File: config.mk
export PLATFORM = sky130hd
export DESIGN_NAME = ultrasonic_echo_range_filter_unit
export DESIGN_NICKNAME = d
export VERILOG_FILES = /design/src/rtl/uerf_pkg.sv /design/src/rtl/ultrasonic_echo_range_filter_unit.sv
export SDC_FILE = /design/constraint.sdc
export NUM_CORES = 2
export LEC_CHECK = 0
export ABC_AREA = 1
export ABC_CLOCK_PERIOD_IN_PS = 23300
export BUFFER_PORTS_ARGS = -buffer_cell sky130_fd_sc_hd__buf_2
export CORE_ASPECT_RATIO = 1.2
export CORE_UTILIZATION = 63
export DETAILED_ROUTE_END_ITERATION = 12
export GPL_TIMING_DRIVEN = 1
export PLACE_DENSITY = 0.94
export SYNTH_ARGS = -nofsm -noshare
export SYNTH_HDL_FRONTEND = slang
export SYNTH_SLANG_ARGS = --single-unit
export TNS_END_PERCENT = 100
File: constraint.sdc
create_clock -name aclk -period 23.3 [get_ports aclk]
set_clock_uncertainty 0.2 [all_clocks]
set_input_delay 2.33 -clock aclk [delete_from_list [all_inputs] [get_ports aclk]]
set_output_delay 2.33 -clock aclk [all_outputs]
set_load 0.02 [all_outputs]
File: src/rtl/uerf_pkg.sv
`timescale 1ns / 1ps
// ----------------------------------------------------------------------------
// Echo range filter package
// Shared constants: default parameters, register map, reset values, limits.
// ----------------------------------------------------------------------------
package uerf_pkg;

    // default structural parameters
    localparam int WINDOW_DEPTH_DEF = 2;
    localparam int NUM_CHANNELS_DEF = 2;
    localparam int TICK_BITS_DEF    = 32;

    // field widths fixed by the interface
    localparam int TICK_W    = 32;
    localparam int DIST_Q4_W = 16;
    localparam int DIST_MM_W = 12;
    localparam int MAXD_W    = 12;
    localparam int SCALE_W   = 16;
    localparam int APB_AW    = 3;
    localparam int APB_DW    = 32;

    // register index (word address bit) codes
    localparam logic REG_MAX_DISTANCE = 1'b0;
    localparam logic REG_MM_PER_TICK  = 1'b1;

    // register reset values
    localparam logic [MAXD_W-1:0]  MAX_DISTANCE_RST = 12'd600;
    localparam logic [SCALE_W-1:0] MM_PER_TICK_RST  = 16'd11246;

    // raw distance clamp, 4000 mm in Q12.4
    localparam logic [DIST_Q4_W-1:0] RAW_MAX_Q4 = 16'd64000;

    // Q16 product to Q4: drop 12 bits, round half up
    localparam int RND_SHIFT = 12;

endpackage

File: src/rtl/ultrasonic_echo_range_filter_unit.sv
`timescale 1ns / 1ps
// Path: an edge beat is taken into the input register; a falling edge then loads the result register.
// Throughput: one edge beat per cycle; rising edges and out-of-range channels never stall.
// A falling edge waits in the input register only while the result register is still held.
// Reset: synchronous, active low; clears start times, windows, filtered values and both
// valid flags; the config registers return to 600 mm and 11246 (Q0.16).
// ----------------------------------------------------------------------------
// Ultrasonic echo range filter
// Echo pulse width to distance, outlier rejection, window minimum, smoothing.
// ----------------------------------------------------------------------------
module ultrasonic_echo_range_filter_unit #(
    parameter int WINDOW_DEPTH = uerf_pkg::WINDOW_DEPTH_DEF,
    parameter int NUM_CHANNELS = uerf_pkg::NUM_CHANNELS_DEF,
    parameter int TICK_BITS    = uerf_pkg::TICK_BITS_DEF
) (
    input  logic                        aclk,
    input  logic                        aresetn,

    // edge event input
    input  logic                        s_tvalid,
    output logic                        s_tready,
    input  logic [uerf_pkg::TICK_W-1:0] s_tdata,   // [31:0] tick
    input  logic [1:0]                  s_tuser,   // [0] channel, [1] edge_level

    // filtered distance output
    output logic                        m_tvalid,
    input  logic                        m_tready,
    output logic [31:0]                 m_tdata,   // [15:0] distance_q4, [27:16] range_mm
    output logic                        m_tuser,   // [0] out_channel

    // configuration
    input  logic                        psel,
    input  logic                        penable,
    input  logic                        pwrite,
    input  logic [uerf_pkg::APB_AW-1:0] paddr,
    input  logic [uerf_pkg::APB_DW-1:0] pwdata,
    output logic [uerf_pkg::APB_DW-1:0] prdata,
    output logic                        pready
);
    import uerf_pkg::*;

    localparam int CH_W   = (NUM_CHANNELS > 1) ? $clog2(NUM_CHANNELS) : 1;
    localparam int PROD_W = TICK_BITS + SCALE_W;   // width x scale
    localparam int RND_W  = PROD_W + 1;            // plus rounding carry
    localparam int SHR_W  = RND_W - RND_SHIFT;     // after drop to Q4

    // ------------------------------------------------------------------
    // Configuration registers
    // ------------------------------------------------------------------
    logic [MAXD_W-1:0]  max_dist_reg;
    logic [SCALE_W-1:0] scale_reg;
    logic               cfg_wr;

    assign pready = 1'b1;
    assign cfg_wr = psel && penable && pwrite && pready;

    always_ff @(posedge aclk) begin
        if (!aresetn) begin
            max_dist_reg <= MAX_DISTANCE_RST;
            scale_reg    <= MM_PER_TICK_RST;
        end else if (cfg_wr) begin
            case (paddr[2])
                REG_MAX_DISTANCE: max_dist_reg <= pwdata[MAXD_W-1:0];
                REG_MM_PER_TICK:  scale_reg    <= pwdata[SCALE_W-1:0];
                default: ;
            endcase
        end
    end

    always_comb begin
        case (paddr[2])
            REG_MAX_DISTANCE: prdata = {{(APB_DW-MAXD_W){1'b0}}, max_dist_reg};
            REG_MM_PER_TICK:  prdata = {{(APB_DW-SCALE_W){1'b0}}, scale_reg};
            default:          prdata = '0;
        endcase
    end

    // ------------------------------------------------------------------
    // Input register: holds one edge beat while the result side is busy
    // ------------------------------------------------------------------
    logic              in_valid_reg;
    logic              in_channel_reg;
    logic              in_level_reg;
    logic [TICK_W-1:0] in_tick_reg;

    logic              ch_ok;
    logic              fall_item;
    logic              out_free;
    logic              advance;
    logic [CH_W-1:0]   ch_idx;

    // channels beyond NUM_CHANNELS are dropped silently
    assign ch_ok     = (32'(in_channel_reg) < NUM_CHANNELS);
    assign fall_item = !in_level_reg && ch_ok;
    assign ch_idx    = CH_W'(in_channel_reg);

    assign out_free  = !m_tvalid || m_tready;
    // only a falling edge needs the result register
    assign advance   = in_valid_reg && (!fall_item || out_free);
    assign s_tready  = !in_valid_reg || advance;

    always_ff @(posedge aclk) begin
        if (!aresetn) begin
            in_valid_reg <= 1'b0;
        end else if (s_tready) begin
            in_valid_reg <= s_tvalid;
        end
    end

    always_ff @(posedge aclk) begin
        if (s_tvalid && s_tready) begin
            in_channel_reg <= s_tuser[0];
            in_level_reg   <= s_tuser[1];
            in_tick_reg    <= s_tdata;
        end
    end

    // ------------------------------------------------------------------
    // Per-channel state
    // ------------------------------------------------------------------
    logic [TICK_BITS-1:0] start_reg  [NUM_CHANNELS];
    logic [DIST_Q4_W-1:0] filt_reg   [NUM_CHANNELS];
    logic [DIST_Q4_W-1:0] recent_reg [NUM_CHANNELS][WINDOW_DEPTH];

    // ------------------------------------------------------------------
    // Single-pass datapath
    // ------------------------------------------------------------------
    logic [TICK_BITS-1:0] pulse_width;
    logic [PROD_W-1:0]    product;
    logic [RND_W-1:0]     product_rnd;
    logic [SHR_W-1:0]     raw_shr;
    logic [DIST_Q4_W-1:0] raw_q4;
    logic [DIST_Q4_W-1:0] reading;
    logic [DIST_Q4_W-1:0] filt_old;
    logic [DIST_Q4_W-1:0] win_min;
    logic [DIST_Q4_W:0]   filt_sum;
    logic [DIST_Q4_W-1:0] filt_next;
    logic [DIST_Q4_W:0]   mm_sum;
    logic [DIST_MM_W-1:0] mm_next;

    // wrapped pulse width, modulo 2^TICK_BITS
    assign pulse_width = in_tick_reg[TICK_BITS-1:0] - start_reg[ch_idx];
    assign product     = PROD_W'(pulse_width) * PROD_W'(scale_reg);
    // Q16 -> Q4 with half-up rounding
    assign product_rnd = {1'b0, product} + RND_W'(1 << (RND_SHIFT - 1));
    assign raw_shr     = product_rnd[RND_W-1:RND_SHIFT];
    assign raw_q4      = (raw_shr > SHR_W'(RAW_MAX_Q4)) ? RAW_MAX_Q4
                                                        : raw_shr[DIST_Q4_W-1:0];

    assign filt_old = filt_reg[ch_idx];
    // outlier: fall back to the last filtered value
    assign reading  = (raw_q4 > {max_dist_reg, 4'b0000}) ? filt_old : raw_q4;

    // minimum over the window as it stands after the push
    always_comb begin
        win_min = reading;
        for (int i = 1; i < WINDOW_DEPTH; i++) begin
            if (recent_reg[ch_idx][i] < win_min) begin
                win_min = recent_reg[ch_idx][i];
            end
        end
    end

    assign filt_sum  = {1'b0, filt_old} + {1'b0, win_min} + (DIST_Q4_W+1)'(1);
    assign filt_next = filt_sum[DIST_Q4_W:1];
    assign mm_sum    = {1'b0, filt_next} + (DIST_Q4_W+1)'(8);
    assign mm_next   = mm_sum[DIST_MM_W+3:4];

    always_ff @(posedge aclk) begin
        if (!aresetn) begin
            for (int c = 0; c < NUM_CHANNELS; c++) begin
                start_reg[c] <= '0;
                filt_reg[c]  <= '0;
                for (int i = 0; i < WINDOW_DEPTH; i++) begin
                    recent_reg[c][i] <= '0;
                end
            end
        end else if (advance && ch_ok) begin
            if (in_level_reg) begin
                start_reg[ch_idx] <= in_tick_reg[TICK_BITS-1:0];
            end else begin
                for (int i = 0; i + 1 < WINDOW_DEPTH; i++) begin
                    recent_reg[ch_idx][i] <= recent_reg[ch_idx][i+1];
                end
                recent_reg[ch_idx][WINDOW_DEPTH-1] <= reading;
                filt_reg[ch_idx]                   <= filt_next;
            end
        end
    end

    // ------------------------------------------------------------------
    // Result register
    // ------------------------------------------------------------------
    logic                 m_valid_reg;
    logic                 m_channel_reg;
    logic [DIST_Q4_W-1:0] m_q4_reg;
    logic [DIST_MM_W-1:0] m_mm_reg;

    always_ff @(posedge aclk) begin
        if (!aresetn) begin
            m_valid_reg <= 1'b0;
        end else if (out_free) begin
            m_valid_reg <= in_valid_reg && fall_item;
        end
    end

    always_ff @(posedge aclk) begin
        if (advance && fall_item) begin
            m_channel_reg <= in_channel_reg;
            m_q4_reg      <= filt_next;
            m_mm_reg      <= mm_next;
        end
    end

    assign m_tvalid = m_valid_reg;
    assign m_tuser  = m_channel_reg;
    assign m_tdata  = {4'b0000, m_mm_reg, m_q4_reg};

`ifndef SYNTHESIS
    // a new result beat only follows a falling edge leaving the input register
    a_result_source: assert property (@(posedge aclk) disable iff (!aresetn)
        $rose(m_tvalid) |-> $past(advance && fall_item))
        else $error("result beat without a falling edge");

    // filtered distance never exceeds the 4000 mm clamp
    a_mm_range: assert property (@(posedge aclk) disable iff (!aresetn)
        m_tvalid |-> (m_tdata[27:16] <= 12'd4000 && m_tdata[15:0] <= RAW_MAX_Q4))
        else $error("distance out of range");

    // back-pressure only with a beat held in the input register
    a_stall_cause: assert property (@(posedge aclk) disable iff (!aresetn)
        !s_tready |-> (in_valid_reg && fall_item && m_tvalid && !m_tready))
        else $error("input stalled without cause");
`endif

endmodule
* Word-level counts from Yosys, hierarchy flattened
Memory sizes are Yosys's and may differ from the RTL's. A register that Yosys moved wholly into a read port is not among the register bits. Index checks and enable logic that the tools add are counted.
Storage, ports and cells: logic and storage cells 65, output and inout bits 68, memories 3, input bits 76, memory bits (writable) 160, bits in registers 93
Memory list:
- recent_reg | depth 2, width 32, read ports 1, clocked after memory_dff 1, wr ports 2, line ultrasonic_echo_range_filter_unit.sv:123 | logic [DIST_Q4_W-1:0] recent_reg [NUM_CHANNELS][WINDOW_DEPTH];
- start_reg | depth 2, width 32, read ports 1, clocked after memory_dff 1, wr ports 2, line ultrasonic_echo_range_filter_unit.sv:121 | logic [TICK_BITS-1:0] start_reg [NUM_CHANNELS];
- filt_reg | depth 2, width 16, read ports 1, clocked after memory_dff 1, wr ports 2, line ultrasonic_echo_range_filter_unit.sv:122 | logic [DIST_Q4_W-1:0] filt_reg [NUM_CHANNELS];
Operators by class: reduce and logical (&&, ||, !) cells 17, mux-type cells 25, multipliers 1, $add $sub $neg 5, magnitude comparators 3, bitwise logic cells 1
Operator list (number):
- $mux W16 | 4
- $mux W32 | 2
- $pmux W32 S2 | 1
- $reduce_or A32 Y1 | 2
- $add A48 B12 Y49 const B | 1
- $mul A32 B16 Y48 | 1
- $gt A37 B16 Y1 const B | 1
- $sub A32 B32 Y32 | 1
- $mux W1 | 18
- $add A16 B16 Y17 | 1
- $add A17 B1 Y17 const B | 1
- $add A16 B4 Y16 const B | 1
- $gt A16 B16 Y1 | 1
- $lt A16 B16 Y1 | 1
- $reduce_or A16 Y1 | 1
- $logic_and A1 B1 Y1 | 6
- $reduce_and A2 Y1 | 2
- $logic_not A1 Y1 | 3
- $logic_or A1 B1 Y1 | 3
- $not A1 Y1 | 1

* Depth between registers and ports, before layout
depth after elaboration 12, depth in mapped cells 118, mapped depth without buffers 112

* Least setup slack after synthesis
OpenSTA, ideal clock, no wires.
kind reg-to-reg, start point register with a tool-made name, end point register m_mm_reg[10] (data pin), setup slack 6.416 ns, arrival time 16.430 ns, cell stages (with the launch flop) 108, required time 22.846 ns, path buffers 7, setup time 0.254 ns, period minus slack after synthesis 16.884 ns, cells stage by stage dfxtp_1 -> clkbuf_1 -> buf_1 -> clkbuf_1 -> buf_1 -> mux2i_1 -> ha_1 -> a21oi_1 -> inv_1 -> a31oi_1 -> or2_1 -> o21ai_1 -> inv_1 -> o21ai_1 -> inv_1 -> o21ai_1 -> inv_1 -> o21ai_1 -> [... 72 more ...] -> a21oi_1 -> o21bai_1 -> a21oi_1 -> nor2_1 -> nor2_1 -> nor2_1 -> nor2_1 -> o21bai_1 -> a21oi_1 -> o21bai_1 -> a21oi_1 -> o21bai_1 -> xor2_1 -> nand3_1 -> nor2_1 -> nand3_1 -> nand2_1 -> nand2_1
RTL lines:
- to (signal assigned) | line ultrasonic_echo_range_filter_unit.sv:211 | m_mm_reg <= mm_next;
- to (decl) | line ultrasonic_echo_range_filter_unit.sv:197 | logic [DIST_MM_W-1:0] m_mm_reg;

==> results.ini <==
[run_status]
status = completed

[cells_and_area]
largest_reg_flops = 64
drive_above_1_share = 0.0678
fin_cells = 4475
final_nets = 4552
fill_cells = 3174
design_area_mm2 = 0.0318
syn_to_final_growth_pct = 6.15

[place]
numPortBuffers = 104
dpl_cell_area_mm2 = 0.0311
place_congestion = 1.01
dp_hpwl_um = 69200
dp.cells = 4432

[timing]
fin_setup_tns_ps = 0
clock.fmax_mhz = 48.8
worst_pin_slew_ps = 1470
finalCriticalPeriod_ps = 20500
hold_ws_ps = 333
hold_viol_final = 0
slew_headroom = 0.0170
rsz0062_at_grt = false
drv_slew = 0
post-route-period-util = 0.880
finalSetupViolCount = 0

[worst_setup_path]
critical_path_class = reg -> reg
rrSetupSlack_ps = 2800
reg2reg_to = m_mm_reg[11]$_DFFE_PP_
cp_max_fo = 28
cp_data_arrival_time_ps = 20600
critPathMaxStageDelay_ps = 650
r2r_cells = 96
end_kind = flip-flop
cp_common_cell = inv_1
required_ps = 23400
cp_slowest_cell = dfxtp_4
cp-start-kind = flip-flop

[grt]
first_global_vias = 28600
grt_max_degree = 55
grt_pass1_wl_um = 147000
track_usage = 0.398
antenna_found_initial = 1
grt.overflow.total = 0

[floorplanning]
core-area_mm2 = 0.0469
die-area_mm2 = 0.0484
die_h_um = 241
chipWidth_um = 201
start_util = 0.638
rows = 87
io_pins = 144

[worst_hold_path]
min_from = max_dist_reg[1]$_SDFFE_PN0P_
holdPathEnd = max_dist_reg[1]$_SDFFE_PN0P_
min_path_type = reg -> reg
hold_depth = 2

[clocking]
cts_tree = built
clock_latency_ps = 560
cts-htree-levels = 1
post_cts_buffers = 0
cts_buffers = 23
cts_hold_buf = 0
cts_resized = 0
cts-root-buf = clkbuf_16
clk_pin_slew_ps = 60
cts_buffer_depth = 3
cts_sinks = 222

[logic_synthesis]
synth.distinct_cells = 50
synthSimpleGateAreaFrac = 0.211
synth_xor_area_frac = 0.00957
yosys.area_share.adder = 0.374
synth_warnings = 0
synth_top_area_frac = 0.281
async_flop_share = 0
synthesis.area_mm2 = 0.0299
synthesis.area_per_instance_um2 = 7.95
synth_cells = 3765
ys_seq_area_frac = 0.212
synth_top_family_by_area = adder cells
synth_area_leaders = fa_1 28%, edfxtp_1 19%, inv_1 11%
synth-edff-count = 191
synthMuxAreaShare = 0.0182
synth_compound_area_frac = 0.0474
synth_area_leader_cell = fa_1
synth_flop_cell = edfxtp_1
ys_top_cells_by_count = 857 x inv_1, 857 x nand2_1, 493 x nor2_1, 421 x fa_1, 221 x ha_1
ys_ff_latch = 222

[route]
first_pass_iters = 13
routed_wl_um = 94500
via_per_inst = 6.04
ant_nets = 0
drc = 0
dr_total_vias = 27000
drt_iter0_markers = 3313
wl_per_cell_um = 21.1

[flow_run]
drv_cap = 0

==> metrics by stage <==
stage,utilization,worst slack (ps)
6_report,0.678,2800
5_1_grt,0.678,1580
4_1_cts,0.678,3540
3_5_place_dp,0.662,3950
3_3_place_gp,0.662,4670
2_1_floorplan,-,6420
==> worst max-delay path by stage <==
| stage | start | endpoint | cells past startpoint |
|---|---|---|---|
| floorplan | flip-flop | m_mm_reg[10]$_DFFE_PP_ | 107 |
| finish | flip-flop | m_mm_reg[11]$_DFFE_PP_ | 96 |
| CTS | flip-flop | m_mm_reg[11]$_DFFE_PP_ | 96 |
| global placement | flip-flop | m_mm_reg[10]$_DFFE_PP_ | 97 |
| global route | flip-flop | m_mm_reg[11]$_DFFE_PP_ | 97 |
| detailed placement | flip-flop | m_mm_reg[10]$_DFFE_PP_ | 96 |
==> cells by family after synthesis <==
logic type / after synthesis
other: 2
AOI/OAI and AO/OA: 268
and+or+nand+nor: 1550
muxes: 52
buffers and inverters: 998
adders and majority gates: 642
xor gates and xnor gates: 31
DFF: 222
==> critical path, delay by kind of cell, from the launching register on <==
family,cells,cell delay (ps)
AO/OA/AOI/OAI,26,5640
AND/OR/NAND/NOR,39,4980
adder cells (fa/ha/maj),11,4940
buffers and inverters,17,2230
XOR/XNOR,2,1140
flip-flops,1,650
multiplexers,1,400
==> cell usage in the layout, fill, tap and decap left out, drive strengths merged, types with 4 or more instances in the layout <==
cell	netlist	final
a211oi	4	4
a21o	6	6
a21oi	124	124
a31oi	4	4
and2	4	4
buf	27	133
clkbuf	81	29
clkinv	20	29
conb	2	21
dfxtp	31	31
edfxtp	191	191
fa	421	421
ha	221	221
inv	870	872
mux2	19	19
mux2i	33	33
nand2	881	881
nand3	95	95
nand3b	12	12
nand4	25	25
nor2	500	500
nor3	12	12
o21ai	113	113
o21bai	12	12
or2	17	17
xor2	28	28
==> area by class of cell <==
type	count	area [um2]	share of cell area
Clock inverter	13	93.8	0.00295
Sequential cell	222	6360	0.200
Tap cell	623	779	0.0245
Clock buffer	29	638	0.0201
Inverter	890	3340	0.105
Multi-Input combinational cell	2564	19800	0.624
Timing Repair Buffer	133	738	0.0232
Antenna cell	1	2.50	0.0000787
==> metal layers <==
metal  wire, um  track usage  up-vias  part of all wire
li1           -            -    11400                 -
met1      29200        0.416    12400              0.31
met2      42400        0.640     2354              0.45
met3      13500        0.157      897              0.14
met4       9420        0.321        0              0.10
met5          0            0        -                 0
Power is not shown: default switching activity piles up to over one toggle a cycle in this logic, so the estimate is an artifact.
